--- config.mk ---
export PLATFORM = sky130hd
export DESIGN_NAME = jpeg_carver_byte_scanner
export DESIGN_NICKNAME = d
export VERILOG_FILES = /design/src/rtl/jcbs_pkg.sv /design/src/rtl/jcbs_scan.sv /design/src/rtl/jpeg_carver_byte_scanner.sv
export VERILOG_INCLUDE_DIRS = /design/src /design/src/rtl
export SDC_FILE = /design/constraint.sdc
export NUM_CORES = 1
export LEC_CHECK = 0
export BUFFER_PORTS_ARGS = -buffer_cell sky130_fd_sc_hd__buf_2
export CAP_MARGIN = 25
export CORE_MARGIN = 3
export CORE_UTILIZATION = 59
export DETAILED_ROUTE_END_ITERATION = 7
export MAX_ROUTING_LAYER = met4
export PLACE_DENSITY = 0.8
export SYNTH_ARGS = -nofsm -noshare
export SYNTH_HDL_FRONTEND = slang
export SYNTH_HIERARCHICAL = 1
export SYNTH_SLANG_ARGS = --single-unit
--- constraint.sdc ---
create_clock -name i_clk -period 10.11 [get_ports i_clk]
set_input_delay 0 -clock i_clk [delete_from_list [all_inputs] [get_ports i_clk]]
set_output_delay 0 -clock i_clk [all_outputs]
set_load 0.005 [all_outputs]
--- src/rtl/jpeg_carver_byte_scanner_macros.svh ---
// Assertion macros shared by the byte scanner RTL.
// Uses the i_clk and i_rst_n names of the including module.
`ifndef JPEG_CARVER_BYTE_SCANNER_MACROS_SVH
`define JPEG_CARVER_BYTE_SCANNER_MACROS_SVH
`ifndef NO_ASSERTIONS
// same-cycle implication
`define JCBS_ASSERT_IMP(label, ante, cons) \
    label: assert property (@(posedge i_clk) disable iff (!i_rst_n) (ante) |-> (cons)) \
        else $error("jcbs assertion failed");
// next-cycle implication
`define JCBS_ASSERT_NXT(label, ante, cons) \
    label: assert property (@(posedge i_clk) disable iff (!i_rst_n) (ante) |=> (cons)) \
        else $error("jcbs assertion failed");
`else
`define JCBS_ASSERT_IMP(label, ante, cons)
`define JCBS_ASSERT_NXT(label, ante, cons)
`endif
`endif

--- src/rtl/jcbs_pkg.sv ---
// Types and byte constants for the JPEG carver byte scanner.
// No dependencies.
`timescale 1ns / 1ps
package jcbs_pkg;

    typedef struct packed {
        logic [7:0] data_byte;
        logic       file_start;
    } t_in;

    typedef struct packed {
        logic [31:0] name_first;
        logic [31:0] name_last;
        logic [31:0] image_first;
        logic [31:0] image_last;
        logic        offset_saturated;
    } t_out;

    localparam logic [7:0] C_NUL    = 8'h00;
    localparam logic [7:0] C_MARK   = 8'hFF;
    localparam logic [7:0] C_SOI    = 8'hD8;
    localparam logic [7:0] C_EOI    = 8'hD9;
    localparam logic [7:0] C_J_UP   = 8'h4A;
    localparam logic [7:0] C_J_LO   = 8'h6A;
    localparam logic [7:0] C_P_UP   = 8'h50;
    localparam logic [7:0] C_P_LO   = 8'h70;
    localparam logic [7:0] C_G_UP   = 8'h47;
    localparam logic [7:0] C_G_LO   = 8'h67;

endpackage

--- src/rtl/jcbs_scan.sv ---
// Scan state and next-state logic: offsets, recent bytes, marker phases.
// Depends on jcbs_pkg and the jcbs assertion macros.
`timescale 1ns / 1ps
`include "jpeg_carver_byte_scanner_macros.svh"
module jcbs_scan #(
    parameter int OFFSET_BITS = 32
) (
    input  logic          i_clk,
    input  logic          i_rst_n,
    input  logic          i_fire,
    input  jcbs_pkg::t_in i_beat,
    output logic          o_res_valid,
    output jcbs_pkg::t_out o_res
);
    import jcbs_pkg::*;

    typedef enum logic [1:0] {
        PH_NAME  = 2'd0,
        PH_START = 2'd1,
        PH_END   = 2'd2
    } t_phase;

    logic [15:0]            r_recent,      n_recent;
    t_phase                 r_phase,       n_phase;
    logic [OFFSET_BITS-1:0] r_offset,      n_offset;
    logic [OFFSET_BITS-1:0] r_after_nul,   n_after_nul;
    logic [OFFSET_BITS-1:0] r_name_first,  n_name_first;
    logic [OFFSET_BITS-1:0] r_name_last,   n_name_last;
    logic [OFFSET_BITS-1:0] r_image_first, n_image_first;
    logic                   r_sat,         n_sat;

    // state as seen by this beat; file_start wipes it first
    logic [15:0]            e_recent;
    t_phase                 e_phase;
    logic [OFFSET_BITS-1:0] e_offset, e_after_nul, e_name_first, e_name_last, e_image_first;
    logic                   e_sat;
    logic [7:0]             older, prev, b;
    logic                   at_max;
    logic                   over;

    function automatic logic ovf32(input logic [OFFSET_BITS-1:0] v);
        logic [OFFSET_BITS-1:0] hi;
        hi = v >> 32;
        return |hi;
    endfunction

    function automatic logic [31:0] clamp32(input logic [OFFSET_BITS-1:0] v);
        return ovf32(v) ? 32'hFFFF_FFFF : 32'(v);
    endfunction

    always_comb begin
        if (i_beat.file_start) begin
            e_recent      = '0;
            e_phase       = PH_NAME;
            e_offset      = '0;
            e_after_nul   = '0;
            e_name_first  = '0;
            e_name_last   = '0;
            e_image_first = '0;
            e_sat         = 1'b0;
        end else begin
            e_recent      = r_recent;
            e_phase       = r_phase;
            e_offset      = r_offset;
            e_after_nul   = r_after_nul;
            e_name_first  = r_name_first;
            e_name_last   = r_name_last;
            e_image_first = r_image_first;
            e_sat         = r_sat;
        end

        older  = e_recent[15:8];
        prev   = e_recent[7:0];
        b      = i_beat.data_byte;
        at_max = &e_offset;

        n_offset = at_max ? e_offset : e_offset + OFFSET_BITS'(1);
        n_sat    = e_sat | at_max;

        n_phase       = e_phase;
        n_name_first  = e_name_first;
        n_name_last   = e_name_last;
        n_image_first = e_image_first;
        o_res_valid   = 1'b0;

        case (e_phase)
            PH_START: begin
                if (older == C_MARK && prev == C_SOI && b == C_MARK) begin
                    n_image_first = (e_offset >= OFFSET_BITS'(2)) ?
                                    e_offset - OFFSET_BITS'(2) : '0;
                    n_phase = PH_END;
                end
            end
            PH_END: begin
                if (prev == C_MARK && b == C_EOI) begin
                    o_res_valid = 1'b1;
                    n_phase     = PH_NAME;
                end
            end
            default: begin
                // case-insensitive "JPG" ending on this byte
                if ((b == C_G_UP || b == C_G_LO) && (prev == C_P_UP || prev == C_P_LO) &&
                    (older == C_J_UP || older == C_J_LO)) begin
                    n_name_first = e_after_nul;
                    n_name_last  = e_offset;
                    n_phase      = PH_START;
                end
            end
        endcase

        // offset after a NUL tracks the saturating counter
        n_after_nul = (b == C_NUL) ? n_offset : e_after_nul;
        n_recent    = {prev, b};

        over = n_sat | ovf32(e_name_first) | ovf32(e_name_last) |
               ovf32(e_image_first) | ovf32(e_offset);
        o_res.name_first       = clamp32(e_name_first);
        o_res.name_last        = clamp32(e_name_last);
        o_res.image_first      = clamp32(e_image_first);
        o_res.image_last       = clamp32(e_offset);
        o_res.offset_saturated = over;
    end

    always_ff @(posedge i_clk) begin
        if (!i_rst_n) begin
            r_recent      <= '0;
            r_phase       <= PH_NAME;
            r_offset      <= '0;
            r_after_nul   <= '0;
            r_name_first  <= '0;
            r_name_last   <= '0;
            r_image_first <= '0;
            r_sat         <= 1'b0;
        end else if (i_fire) begin
            r_recent      <= n_recent;
            r_phase       <= n_phase;
            r_offset      <= n_offset;
            r_after_nul   <= n_after_nul;
            r_name_first  <= n_name_first;
            r_name_last   <= n_name_last;
            r_image_first <= n_image_first;
            r_sat         <= n_sat;
        end
    end

    `JCBS_ASSERT_IMP(a_sat_pinned, r_sat, &r_offset)
    `JCBS_ASSERT_NXT(a_res_rearm, i_fire && o_res_valid, r_phase == PH_NAME)
    `JCBS_ASSERT_NXT(a_res_on_eoi, i_fire && o_res_valid, r_recent == {C_MARK, C_EOI})

endmodule

--- src/rtl/jpeg_carver_byte_scanner.sv ---
// JPEG carver byte scanner, top level: input register, scan core, result register.
// Depends on jcbs_pkg, jcbs_scan and the jcbs assertion macros.
//
// Takes a container file one byte per beat and reports, on each FF D9 that closes an
// image, the name span ending in "JPG" and the image span from FF D8 FF to D9.
// Throughput is one byte per cycle while the result side does not stall; a result
// passes the input register, then the result register, after its byte is accepted;
// the scan core does the compare, phase update and offset increment between them.
`timescale 1ns / 1ps
`include "jpeg_carver_byte_scanner_macros.svh"
module jpeg_carver_byte_scanner #(
    parameter int OFFSET_BITS = 32
) (
    input  logic           i_clk,
    input  logic           i_rst_n,
    input  logic           i_valid,
    output logic           o_stall,
    input  jcbs_pkg::t_in  i_data,
    output logic           o_valid,
    input  logic           i_stall,
    output jcbs_pkg::t_out o_data
);
    import jcbs_pkg::*;

    logic   r_in_valid;
    t_in    r_in;
    logic   r_out_valid;
    t_out   r_out;
    logic   proc;
    logic   take;
    logic   res_valid;
    t_out   res;

    // result slot is free if empty or draining this cycle
    assign proc    = r_in_valid && (!r_out_valid || !i_stall);
    assign o_stall = r_in_valid && !proc;
    assign take    = i_valid && !o_stall;
    assign o_valid = r_out_valid;
    assign o_data  = r_out;

    jcbs_scan #(
        .OFFSET_BITS(OFFSET_BITS)
    ) u_scan (
        .i_clk       (i_clk),
        .i_rst_n     (i_rst_n),
        .i_fire      (proc),
        .i_beat      (r_in),
        .o_res_valid (res_valid),
        .o_res       (res)
    );

    always_ff @(posedge i_clk) begin
        if (!i_rst_n) begin
            r_in_valid  <= 1'b0;
            r_out_valid <= 1'b0;
        end else begin
            if (take) begin
                r_in_valid <= 1'b1;
            end else if (proc) begin
                r_in_valid <= 1'b0;
            end
            if (proc) begin
                r_out_valid <= res_valid;
            end else if (r_out_valid && !i_stall) begin
                r_out_valid <= 1'b0;
            end
        end
    end

    always_ff @(posedge i_clk) begin
        if (take) begin
            r_in <= i_data;
        end
        if (proc && res_valid) begin
            r_out <= res;
        end
    end

    `JCBS_ASSERT_NXT(a_res_lands, proc && res_valid, o_valid)
    `JCBS_ASSERT_NXT(a_out_drains, o_valid && !i_stall && !(proc && res_valid), !o_valid)

endmodule

# Word level (Yosys, flattened, before mapping)
# Index checks and enable logic that the tools add are counted.
# op_classes
n_eq_ne,13
bitwise_logic,1
magnitude_cmp,1
reduce_logical,23
muxes,27
n_addsub,2
# ops
operator,n
32-bit 2-to-1 mux,14
8-bit by 7-bit equality test with 1-bit output (second input constant),6
8-bit equality test (second input constant),5
32-bit by 1-bit adder with 32-bit output (second input constant),1
32-bit by 2-bit >= comparator with 1-bit output (second input constant),1
32-bit AND reduction,1
32-bit by 2-bit subtractor with 32-bit output (second input constant),1
16-bit 2-to-1 mux,1
1-bit logical AND,10
8-bit logical NOT,1
2-bit 2-to-1 mux,4
1-bit 2-to-1 mux,7
1-bit logical NOT,4
1-bit logical OR,4
2-bit one-hot mux with 2 select lines,1
2-bit nonzero test,2
2-bit by 1-bit equality test with 1-bit output (second input constant),1
2-bit equality test (second input constant),1
2-bit OR reduction,1
1-bit OR,1
# totals
register_bits,319
word_cells,84
in_bits,13

# Depth between registers and ports, before layout
# Gate-level depths: netlist of run 1.
# logic_depth
word_depth,8
depth_mapped,16
depth_no_buf,10

# Cells and area by module
# Netlist of run 1, hierarchy kept.
# modules_own_cells
module,seq_area_each_um2,instances,area_each_um2,cells_each
jcbs_scan,3583.4,1,9451.6,1207
jpeg_carver_byte_scanner,4184.0,1,4235.3,148

# Worst setup path before layout of run 1
# OpenSTA, ideal clock, no wires.
# synth_timing
kind,reg-to-reg
from,reg r_in[0] in the netlist's numbering
to,reg r_out (netlist bit o_data[0]) (enable)
n_path_buf,3
stages_incl_launch_ff,12
path_slack_ps,1422
setup_time_ps,660
period_less_slack_ps,8688
arrival_ps,8027
cell_sequence,edfxtp_1 buf_2 inv_2 clkbuf_1 buf_1 nand2_1 inv_1 ha_1 inv_1 nor3_1 nand2_1 a21oi_1
# synth_between
elab_chain_len,6
elab_cells_between_ends,8
classes_between,eq/ne: 2; mux: 4; reduce/logical: 2
# synth_rtl
item,line_no,rtl
"start, declared",jpeg_carver_byte_scanner.sv:26,t_in r_in;
"start signal, assigned",jpeg_carver_byte_scanner.sv:72,r_in <= i_data;
16-bit 2-to-1 mux,jcbs_scan.sv:52,if (i_beat.file_start) begin
8-bit equality test,jcbs_scan.sv:95,if (prev == C_MARK && b == C_EOI) begin
1-bit logical AND,jcbs_scan.sv:95,
1-bit 2-to-1 mux,jcbs_scan.sv:95,
1-bit 2-to-1 mux *,jcbs_scan.sv:86,case (e_phase)
via res_valid,jpeg_carver_byte_scanner.sv:31,logic res_valid;
1-bit logical AND *,jpeg_carver_byte_scanner.sv:74,if (proc && res_valid) begin
"end signal, assigned",jpeg_carver_byte_scanner.sv:75,r_out <= res;
"end, declared",jpeg_carver_byte_scanner.sv:28,t_out r_out;
# Mark *: on every way through the listed nets, which the timed path passes. The rest lies on a longest branch.
# A chain may end at the register's enable or synchronous reset.

==> results of run 1 <==
## state kept, by name, indices dropped and copies added, names as in the netlist
| name | flops |
|---|---|
| o_valid | 1 |
| u_scan/r_after_nul | 32 |
| u_scan/r_offset | 32 |
| r_in | 9 |
| u_scan/r_recent | 16 |
| u_scan/r_name_first | 32 |
| u_scan/r_name_last | 32 |
| u_scan/r_phase | 2 |
| r_in_valid | 1 |
| u_scan/r_image_first | 32 |
| u_scan/r_sat | 1 |
| o_data | 129 |
## worst paths after layout
check | from | end | slack, ns | cells past startpoint
worst min-delay path | i_data[1] | r_in[1]$_DFFE_PP_ | 0.16 | 2
worst max register to register | r_in[0]$_DFFE_PP_ | u_scan/r_after_nul[6]$_SDFFE_PN0P_ | 5.31 | 11
worst min register to register | u_scan/r_after_nul[25]$_SDFFE_PN0P_ | u_scan/r_after_nul[25]$_SDFFE_PN0P_ | 0.45 | 2
worst max-delay path | r_in[0]$_DFFE_PP_ | u_scan/r_after_nul[6]$_SDFFE_PN0P_ | 5.31 | 11
## logic make-up (layout without fill, tap and decap cells)
family / Yosys count / in the layout / share of synthesized area, %
simple gates: 569 / 569 / 21.7
flops: 319 / 319 / 56.8
compound gates: 273 / 273 / 13.2
buf+inv: 135 / 251 / 4.10
xor+xnor: 30 / 30 / 1.92
mux: 23 / 23 / 1.70
fa+ha+maj: 6 / 6 / 0.548
## layout make-up
cell class / instances / share of cell area [%]
flip-flops and latches: 319 / 49.7
multi-input cells: 901 / 34.4
repair buffers: 170 / 6.40
clock buffers: 41 / 5.46
well taps: 285 / 2.28
clock inverters: 16 / 1.22
inverters: 24 / 0.576
## per-layer routing
metal	global-route usage (%)	share of wire [%]	wire length, µm
met1	35.2	40	14200
met2	47.2	50	17400
met3	4.05	6.1	2150
met4	9.71	3.9	1360
met5	-	0	0
## power by group through the flow
stage / combinational [mW] / clock, mW / sequential [mW]
detailed placement: 0.0697 / 0 / 1.37
global placement: 0.0670 / 0 / 1.37
floorplan: 0.0510 / 0 / 1.37
CTS: 0.0740 / 1.18 / 1.34
finish: 0.0777 / 1.17 / 1.34
global route: 0.0835 / 1.24 / 1.34
## per-stage QoR
step	total power [mW]	setup WS, ns	std cells
floorplan	1.42	1.42	1355
CTS	2.60	5.43	1754
finish	2.59	5.31	1756
global placement	1.44	5.59	1682
detailed placement	1.44	5.48	1683
global route	2.67	5.05	1756
## worst reg2reg max path, cell delays in order, from the launching register on
cell and delay, ns:
sky130_fd_sc_hd__edfxtp_1 0.36, sky130_fd_sc_hd__buf_4 0.43, sky130_fd_sc_hd__inv_2 0.73, sky130_fd_sc_hd__nand2_1 0.22, sky130_fd_sc_hd__inv_1 0.21, sky130_fd_sc_hd__ha_1 0.27, sky130_fd_sc_hd__and4_1 0.26, sky130_fd_sc_hd__and4_1 0.35
sky130_fd_sc_hd__and3_1 0.82, sky130_fd_sc_hd__nand2_1 0.50, sky130_fd_sc_hd__a311o_1 0.44, sky130_fd_sc_hd__a21oi_1 0.15
## cell usage after synthesis (all sizes together), types with 8 or more instances
master   count
nor4        17
a21oi      111
nor2        55
o21ai       54
a31oi        8
a22o        22
a2111oi      8
and3        21
nor3        30
nand2      164
nand4       15
xnor2       27
edfxtp     138
o21a         8
mux2i       21
inv         24
and2        10
clkbuf      72
or4          8
dfxtp      181
nor2b      120
o2bb2ai     14
buf         39
nand3      102
or3          9
## timing repair
action / in CTS / in global routing
endpoints found under the hold margin: 29 / 0
hold buffers: 14 / 0
gates resized for setup: 0 / 0
==> metrics.txt, run 1 <==
# TYPE chip_impl_metric gauge
chip_impl_metric{name="worst_setup_hold_path_clk_slew",unit="ns"} 0.07
chip_impl_metric{name="hold_slack",unit="ns"} 0.156
chip_impl_metric{name="multi_input_combinational_cell_area",unit="µm²"} 5380
chip_impl_metric{name="wl_per_cell",unit="µm"} 20.0
chip_impl_metric{name="internal-power",unit="mW"} 2.05
chip_impl_metric{name="final_min_period_over_clock_period",unit="%"} 47.5
chip_impl_metric{name="global_routing_usage_summed_across_all_routing_layers",unit="%"} 28.1
chip_impl_metric{name="number_of_global_route_vias_before_repair",unit=""} 10100
chip_impl_metric{name="netlist_instances",unit=""} 1355
chip_impl_metric{name="worst_pin_slew",unit="ns"} 1.04
chip_impl_metric{name="synth.top_cell.area_share",unit="%"} 30.3
chip_impl_metric{name="finalCriticalPeriod",unit="ns"} 4.80
chip_impl_info{name="commonest_non_fill_non_tap_cell_in_the_layout",value="sky130_fd_sc_hd__dfxtp_1"} 1
chip_impl_metric{name="dr.pass1.iters",unit=""} 7
chip_impl_info{name="yosys-top-cells-area",value="sky130_fd_sc_hd__edfxtp_1, sky130_fd_sc_hd__dfxtp_1, sky130_fd_sc_hd__nor2b_1, sky130_fd_sc_hd__nand2_1, sky130_fd_sc_hd__a21oi_1"} 1
chip_impl_metric{name="initial_core_util",unit="%"} 60.3
chip_impl_metric{name="number_of_enable_flip_flop_cells_after_synthesis",unit=""} 138
chip_impl_info{name="outcome",value="complete, no violations"} 1
chip_impl_metric{name="design.core.area",unit="µm²"} 22700
chip_impl_metric{name="area_after_detailed_placement",unit="µm²"} 14400
chip_impl_metric{name="aggregate_routed_wire_length",unit="µm"} 35200
chip_impl_metric{name="globalRouteOverflowTotal",unit=""} 0
chip_impl_metric{name="yosysSeqAreaShare",unit="%"} 56.8
chip_impl_metric{name="drtAntennaViolNets",unit=""} 0
chip_impl_metric{name="detailedRoute.firstIterationViolations",unit=""} 922
chip_impl_info{name="ys_dominant_reg_cell",value="sky130_fd_sc_hd__dfxtp_1"} 1
chip_impl_metric{name="antenna_found_initial",unit=""} 0
chip_impl_metric{name="clock_path_buffers",unit=""} 3
chip_impl_metric{name="n_antenna_cell",unit=""} 0
chip_impl_info{name="cts_root_buf",value="sky130_fd_sc_hd__clkbuf_16"} 1
chip_impl_metric{name="fp.dieH",unit="µm"} 158
chip_impl_metric{name="clock_sink_count",unit=""} 319
chip_impl_metric{name="drv_cap",unit=""} 0
chip_impl_info{name="cell_family_with_most_cp_delay",value="simple AND/OR/NAND/NOR gates"} 1
chip_impl_metric{name="io_pins",unit=""} 144
chip_impl_metric{name="register_area",unit="µm²"} 7770
chip_impl_metric{name="worst-endpoint-required",unit="ns"} 10.59
chip_impl_metric{name="timing.critical_path.arrival",unit="ns"} 5.28
chip_impl_metric{name="synthesis.nets",unit=""} 1374
chip_impl_info{name="rsz0062_at_grt",value="no"} 1
chip_impl_metric{name="combinationalPowerShare",unit="%"} 3.0
chip_impl_metric{name="leakagePower",unit="nW"} 5.29
chip_impl_info{name="final_cell_mix",value="sky130_fd_sc_hd__dfxtp_1, sky130_fd_sc_hd__nand2_1, sky130_fd_sc_hd__buf_2"} 1
chip_impl_metric{name="power_frac_seq",unit="%"} 51.8
chip_impl_info{name="startpoint_type",value="register"} 1
chip_impl_metric{name="sum_of_buffers_and_inverters_on_the_critical_path",unit=""} 3
chip_impl_metric{name="netlist_area_pre_place",unit="µm²"} 13700
chip_impl_metric{name="vias",unit=""} 10900
chip_impl_info{name="critical_path.cell_chain",value="buf_4 -> inv_2 -> nand2_1 -> inv_1 -> ha_1 -> and4_1 -> and4_1 -> and3_1 -> nand2_1 -> a311o_1 -> a21oi_1"} 1
chip_impl_metric{name="finClkSkew",unit="ns"} 0.0169
chip_impl_metric{name="finalSetupViolations",unit=""} 0
chip_impl_metric{name="filler_cell_count",unit=""} 1764
chip_impl_metric{name="fmaxAchievable",unit="GHz"} 0.208
chip_impl_metric{name="tns",unit="ns"} 0
chip_impl_metric{name="syn_area_per_cell",unit="µm²"} 10.1
chip_impl_metric{name="maxSlewViolCount",unit=""} 0
chip_impl_metric{name="p_per_area",unit="nW/µm²"} 166
chip_impl_info{name="end_kind",value="register"} 1
chip_impl_metric{name="gp_congestion",unit=""} 0.950
chip_impl_metric{name="cp_slowest_stage_delay",unit="ns"} 0.82
chip_impl_metric{name="area_delta_synth_final",unit="%"} 14.2
chip_impl_metric{name="cts_post_setup_buffers_inserted",unit=""} 0
chip_impl_metric{name="synthArstFlopShare",unit="%"} 0
chip_impl_metric{name="critPathMaxFanout",unit=""} 97
chip_impl_info{name="cpMaxStageDelayCell",value="sky130_fd_sc_hd__and3_1"} 1
chip_impl_metric{name="global_route_wire_length_before_repair",unit="µm"} 54600
chip_impl_metric{name="net_load_switching_power",unit="mW"} 0.540
chip_impl_metric{name="fin_util",unit="%"} 68.8
chip_impl_metric{name="grt_max_degree",unit=""} 98
chip_impl_metric{name="die_area",unit="µm²"} 25100
chip_impl_metric{name="clockPowerShare",unit="%"} 45.2
chip_impl_metric{name="ys_seq_elements",unit=""} 319
chip_impl_metric{name="clock_insertion_delay_worst_skew",unit="ns"} 0.55
chip_impl_metric{name="die_width",unit="µm"} 158
chip_impl_metric{name="final_nets",unit=""} 1466
chip_impl_metric{name="synth.distinct_cells",unit=""} 70
chip_impl_metric{name="final_layout_size_suffix_gt1_share",unit="%"} 16.0
chip_impl_info{name="worst_hold_path_type",value="in2reg"} 1
chip_impl_metric{name="buffer_ports.inserted",unit=""} 143
chip_impl_info{name="cts_tree",value="yes"} 1
chip_impl_metric{name="tritoncts.num_buffers",unit=""} 31
chip_impl_metric{name="hold_viol_final",unit=""} 0
chip_impl_metric{name="routed_via_density",unit=""} 6.18
chip_impl_metric{name="rows",unit=""} 55
chip_impl_metric{name="maximum_level_of_the_cts_h_tree",unit=""} 1
chip_impl_info{name="worst-setup-path-type",value="reg2reg"} 1
chip_impl_metric{name="timing.max_slew.rel_slack",unit="%"} 30.4
chip_impl_metric{name="finalInstanceArea",unit="µm²"} 15600
chip_impl_metric{name="netSwitchingFraction",unit="%"} 20.8
chip_impl_metric{name="yosys_warnings",unit=""} 6
chip_impl_metric{name="place_hpwl",unit="µm"} 22700
chip_impl_info{name="synth_largest_area_cell",value="sky130_fd_sc_hd__edfxtp_1"} 1
chip_impl_metric{name="post-route-drc-count",unit=""} 0
chip_impl_metric{name="worst_ir_drop_vdd",unit="µV"} 162
Note: power is estimated with default switching activity, not from simulation.
==> run 2: changes to the inputs <==
Settings changed: CORE_UTILIZATION 59 to 53, PLACE_DENSITY 0.8 to 0.76.
Clock period 10.11 ns to 4.1 ns, I/O delays scaled along.
==> metrics.txt, run 2 (same netlist as run 1, synthesis figures left out) <==
# TYPE chip_impl_metric gauge
chip_impl_metric{name="fp.dieH",unit="µm"} 167
chip_impl_metric{name="post-route-drc-count",unit=""} 0
chip_impl_info{name="commonest_non_fill_non_tap_cell_in_the_layout",value="sky130_fd_sc_hd__dfxtp_1"} 1
chip_impl_metric{name="timing.max_slew.rel_slack",unit="%"} 33.3
chip_impl_metric{name="placedCellCount",unit=""} 1742
chip_impl_metric{name="die_area",unit="µm²"} 27800
chip_impl_metric{name="reg2regPathDepth",unit=""} 10
chip_impl_metric{name="final_cells",unit=""} 1818
chip_impl_metric{name="tns",unit="ns"} 0
chip_impl_metric{name="drtAntennaViolNets",unit=""} 0
chip_impl_metric{name="place_hpwl",unit="µm"} 23600
chip_impl_info{name="outcome",value="complete, no violations"} 1
chip_impl_metric{name="grt_max_degree",unit=""} 147
chip_impl_metric{name="final_min_period_over_clock_period",unit="%"} 80.6
chip_impl_metric{name="worst_setup_hold_path_clk_slew",unit="ns"} 0.06
chip_impl_metric{name="die_width",unit="µm"} 167
chip_impl_metric{name="finalCriticalPeriod",unit="ns"} 3.31
chip_impl_metric{name="clock_insertion_delay_worst_skew",unit="ns"} 0.52
chip_impl_metric{name="r2r_setup_slack",unit="ns"} 0.79
chip_impl_metric{name="globalRouteOverflowTotal",unit=""} 0
chip_impl_metric{name="hold_viol_final",unit=""} 0
chip_impl_metric{name="tritoncts.num_buffers",unit=""} 34
chip_impl_metric{name="clock_path_buffers",unit=""} 3
chip_impl_metric{name="finClkSkew",unit="ns"} 0.0172
chip_impl_info{name="worst_hold_path_type",value="in2reg"} 1
chip_impl_metric{name="gp_congestion",unit=""} 0.964
chip_impl_metric{name="design.core.area",unit="µm²"} 25300
chip_impl_info{name="cpMaxStageDelayCell",value="sky130_fd_sc_hd__nor2_1"} 1
chip_impl_metric{name="maximum_level_of_the_cts_h_tree",unit=""} 2
chip_impl_info{name="cts_tree",value="yes"} 1
chip_impl_metric{name="rows",unit=""} 58
chip_impl_info{name="cts_root_buf",value="sky130_fd_sc_hd__clkbuf_16"} 1
chip_impl_info{name="rsz0062_at_grt",value="no"} 1
chip_impl_metric{name="n_antenna_cell",unit=""} 0
chip_impl_metric{name="global_routing_usage_summed_across_all_routing_layers",unit="%"} 25.9
chip_impl_metric{name="worst_ir_drop_vdd",unit="µV"} 364
chip_impl_metric{name="drv_cap",unit=""} 0
chip_impl_metric{name="leakagePower",unit="nW"} 5.33
chip_impl_info{name="final_cell_mix",value="sky130_fd_sc_hd__dfxtp_1, sky130_fd_sc_hd__nand2_1, sky130_fd_sc_hd__buf_2"} 1
chip_impl_metric{name="vias",unit=""} 10700
chip_impl_metric{name="dr.pass1.iters",unit=""} 5
chip_impl_metric{name="area_delta_synth_final",unit="%"} 16.1
chip_impl_metric{name="worst_pin_slew",unit="ns"} 0.991
chip_impl_metric{name="worst-endpoint-required",unit="ns"} 4.53
chip_impl_metric{name="cp_slowest_stage_delay",unit="ns"} 0.52
chip_impl_metric{name="antenna_found_initial",unit=""} 0
chip_impl_metric{name="timing.critical_path.arrival",unit="ns"} 3.74
chip_impl_metric{name="hold-path-cell-count",unit=""} 2
chip_impl_metric{name="io_pins",unit=""} 144
chip_impl_metric{name="fmaxAchievable",unit="GHz"} 0.303
chip_impl_metric{name="buffer_ports.inserted",unit=""} 143
chip_impl_info{name="worst-setup-path-type",value="reg2reg"} 1
chip_impl_metric{name="critPathMaxFanout",unit=""} 18
chip_impl_info{name="critical_path.cell_chain",value="inv_2 -> nand2_1 -> inv_1 -> ha_1 -> and4_1 -> and4_1 -> nand3_1 -> nor2_1 -> o21ai_0 -> a311oi_1"} 1
chip_impl_info{name="startpoint_type",value="register"} 1
chip_impl_metric{name="finalSetupViolations",unit=""} 0
chip_impl_info{name="worst_path_most_repeated_cell",value="sky130_fd_sc_hd__and4_1"} 1
chip_impl_info{name="end_kind",value="register"} 1
chip_impl_metric{name="p_per_area",unit="nW/µm²"} 418
chip_impl_metric{name="detailedRoute.firstIterationViolations",unit=""} 1080
chip_impl_metric{name="maxSlewViolCount",unit=""} 0
chip_impl_metric{name="number_of_global_route_vias_before_repair",unit=""} 10500
chip_impl_metric{name="clock_sink_count",unit=""} 319
chip_impl_metric{name="final_layout_size_suffix_gt1_share",unit="%"} 16.9
chip_impl_metric{name="initial_core_util",unit="%"} 54.2
chip_impl_metric{name="routed_via_density",unit=""} 5.90
chip_impl_metric{name="aggregate_routed_wire_length",unit="µm"} 36000
chip_impl_metric{name="post_cts.resized_instances",unit=""} 0
chip_impl_metric{name="hold_slack",unit="ns"} 0.195
chip_impl_metric{name="final_nets",unit=""} 1481
chip_impl_metric{name="wl_per_cell",unit="µm"} 19.8
chip_impl_metric{name="largest_register_ff_count",unit=""} 129
chip_impl_metric{name="global_route_wire_length_before_repair",unit="µm"} 57000
[run 2: changes by cell type in the layout (fill, tap and decap cells not counted), sizes merged]
cell	before	now
clkbuf	41	42
buf	156	168
clkinv	9	11
bufinv	4	5
inv	24	27
clkinvlp	3	1
[run 2: metrics by stage]
| step | area [µm²] | util (%) | setup WS, ns | power, mW |
|---|---|---|---|---|
| 6_report | 15900 | 62.9 | 0.795 | 6.65 |
| 3_3_place_gp | 14600 | 57.7 | 1.01 | 3.55 |
| 3_5_place_dp | 14600 | 57.8 | 0.914 | 3.56 |
| 4_1_cts | 15900 | 62.9 | 0.904 | 6.69 |
| 5_1_grt | 15900 | 62.9 | 0.528 | 6.86 |
| 2_1_floorplan | 13700 | - | 0.0241 | 3.50 |
[run 2: final timing paths]
| kind | startpoint | end |
|---|---|---|
| max | r_in[0]$_DFFE_PP_ | u_scan/r_offset[14]$_SDFFE_PN0P_ |
| min | i_data[5] | r_in[5]$_DFFE_PP_ |
| max reg2reg | r_in[0]$_DFFE_PP_ | u_scan/r_offset[14]$_SDFFE_PN0P_ |
| min reg2reg | u_scan/r_after_nul[19]$_SDFFE_PN0P_ | u_scan/r_after_nul[19]$_SDFFE_PN0P_ |
[run 2: report_power, final]
part	total, mW	internal (mW)	switching (mW)
Clock	3.15	1.89	1.25
Sequential	3.31	3.30	0.0132
Combinational	0.189	0.0561	0.133
[run 2: timing repair]
action / CTS / global route
buffers inserted: 0 / 0
hold endpoints to repair: 13 / 0
hold buffers: 14 / 0
[run 2: area by class of cell]
class | count | area [µm²]
Fill cell | 2046 | 9360
Sequential cell | 319 | 7770
Multi-Input combinational cell | 901 | 5380
Timing Repair Buffer | 182 | 1100
Clock buffer | 42 | 901
Tap cell | 330 | 413
Clock inverter | 20 | 245
Inverter | 24 | 90.1
[run 2: per-layer routing]
layer / vias to the layer above / global-route usage, % / share of wire, %
met2: 383 / 43.9 / 50
met1: 5189 / 32.0 / 41
li1: 5067 / - / -
met4: 0 / 9.22 / 3.7
met5: - / - / 0
met3: 91 / 3.75 / 5.8
[run 2: critical path: cells and delay by family (launching register included)]
family,cells,cell delay (ns)
compound gates,2,0.43
fa+ha+maj,1,0.29
buf+inv,2,0.49
flops,1,0.43
simple gates,5,1.57
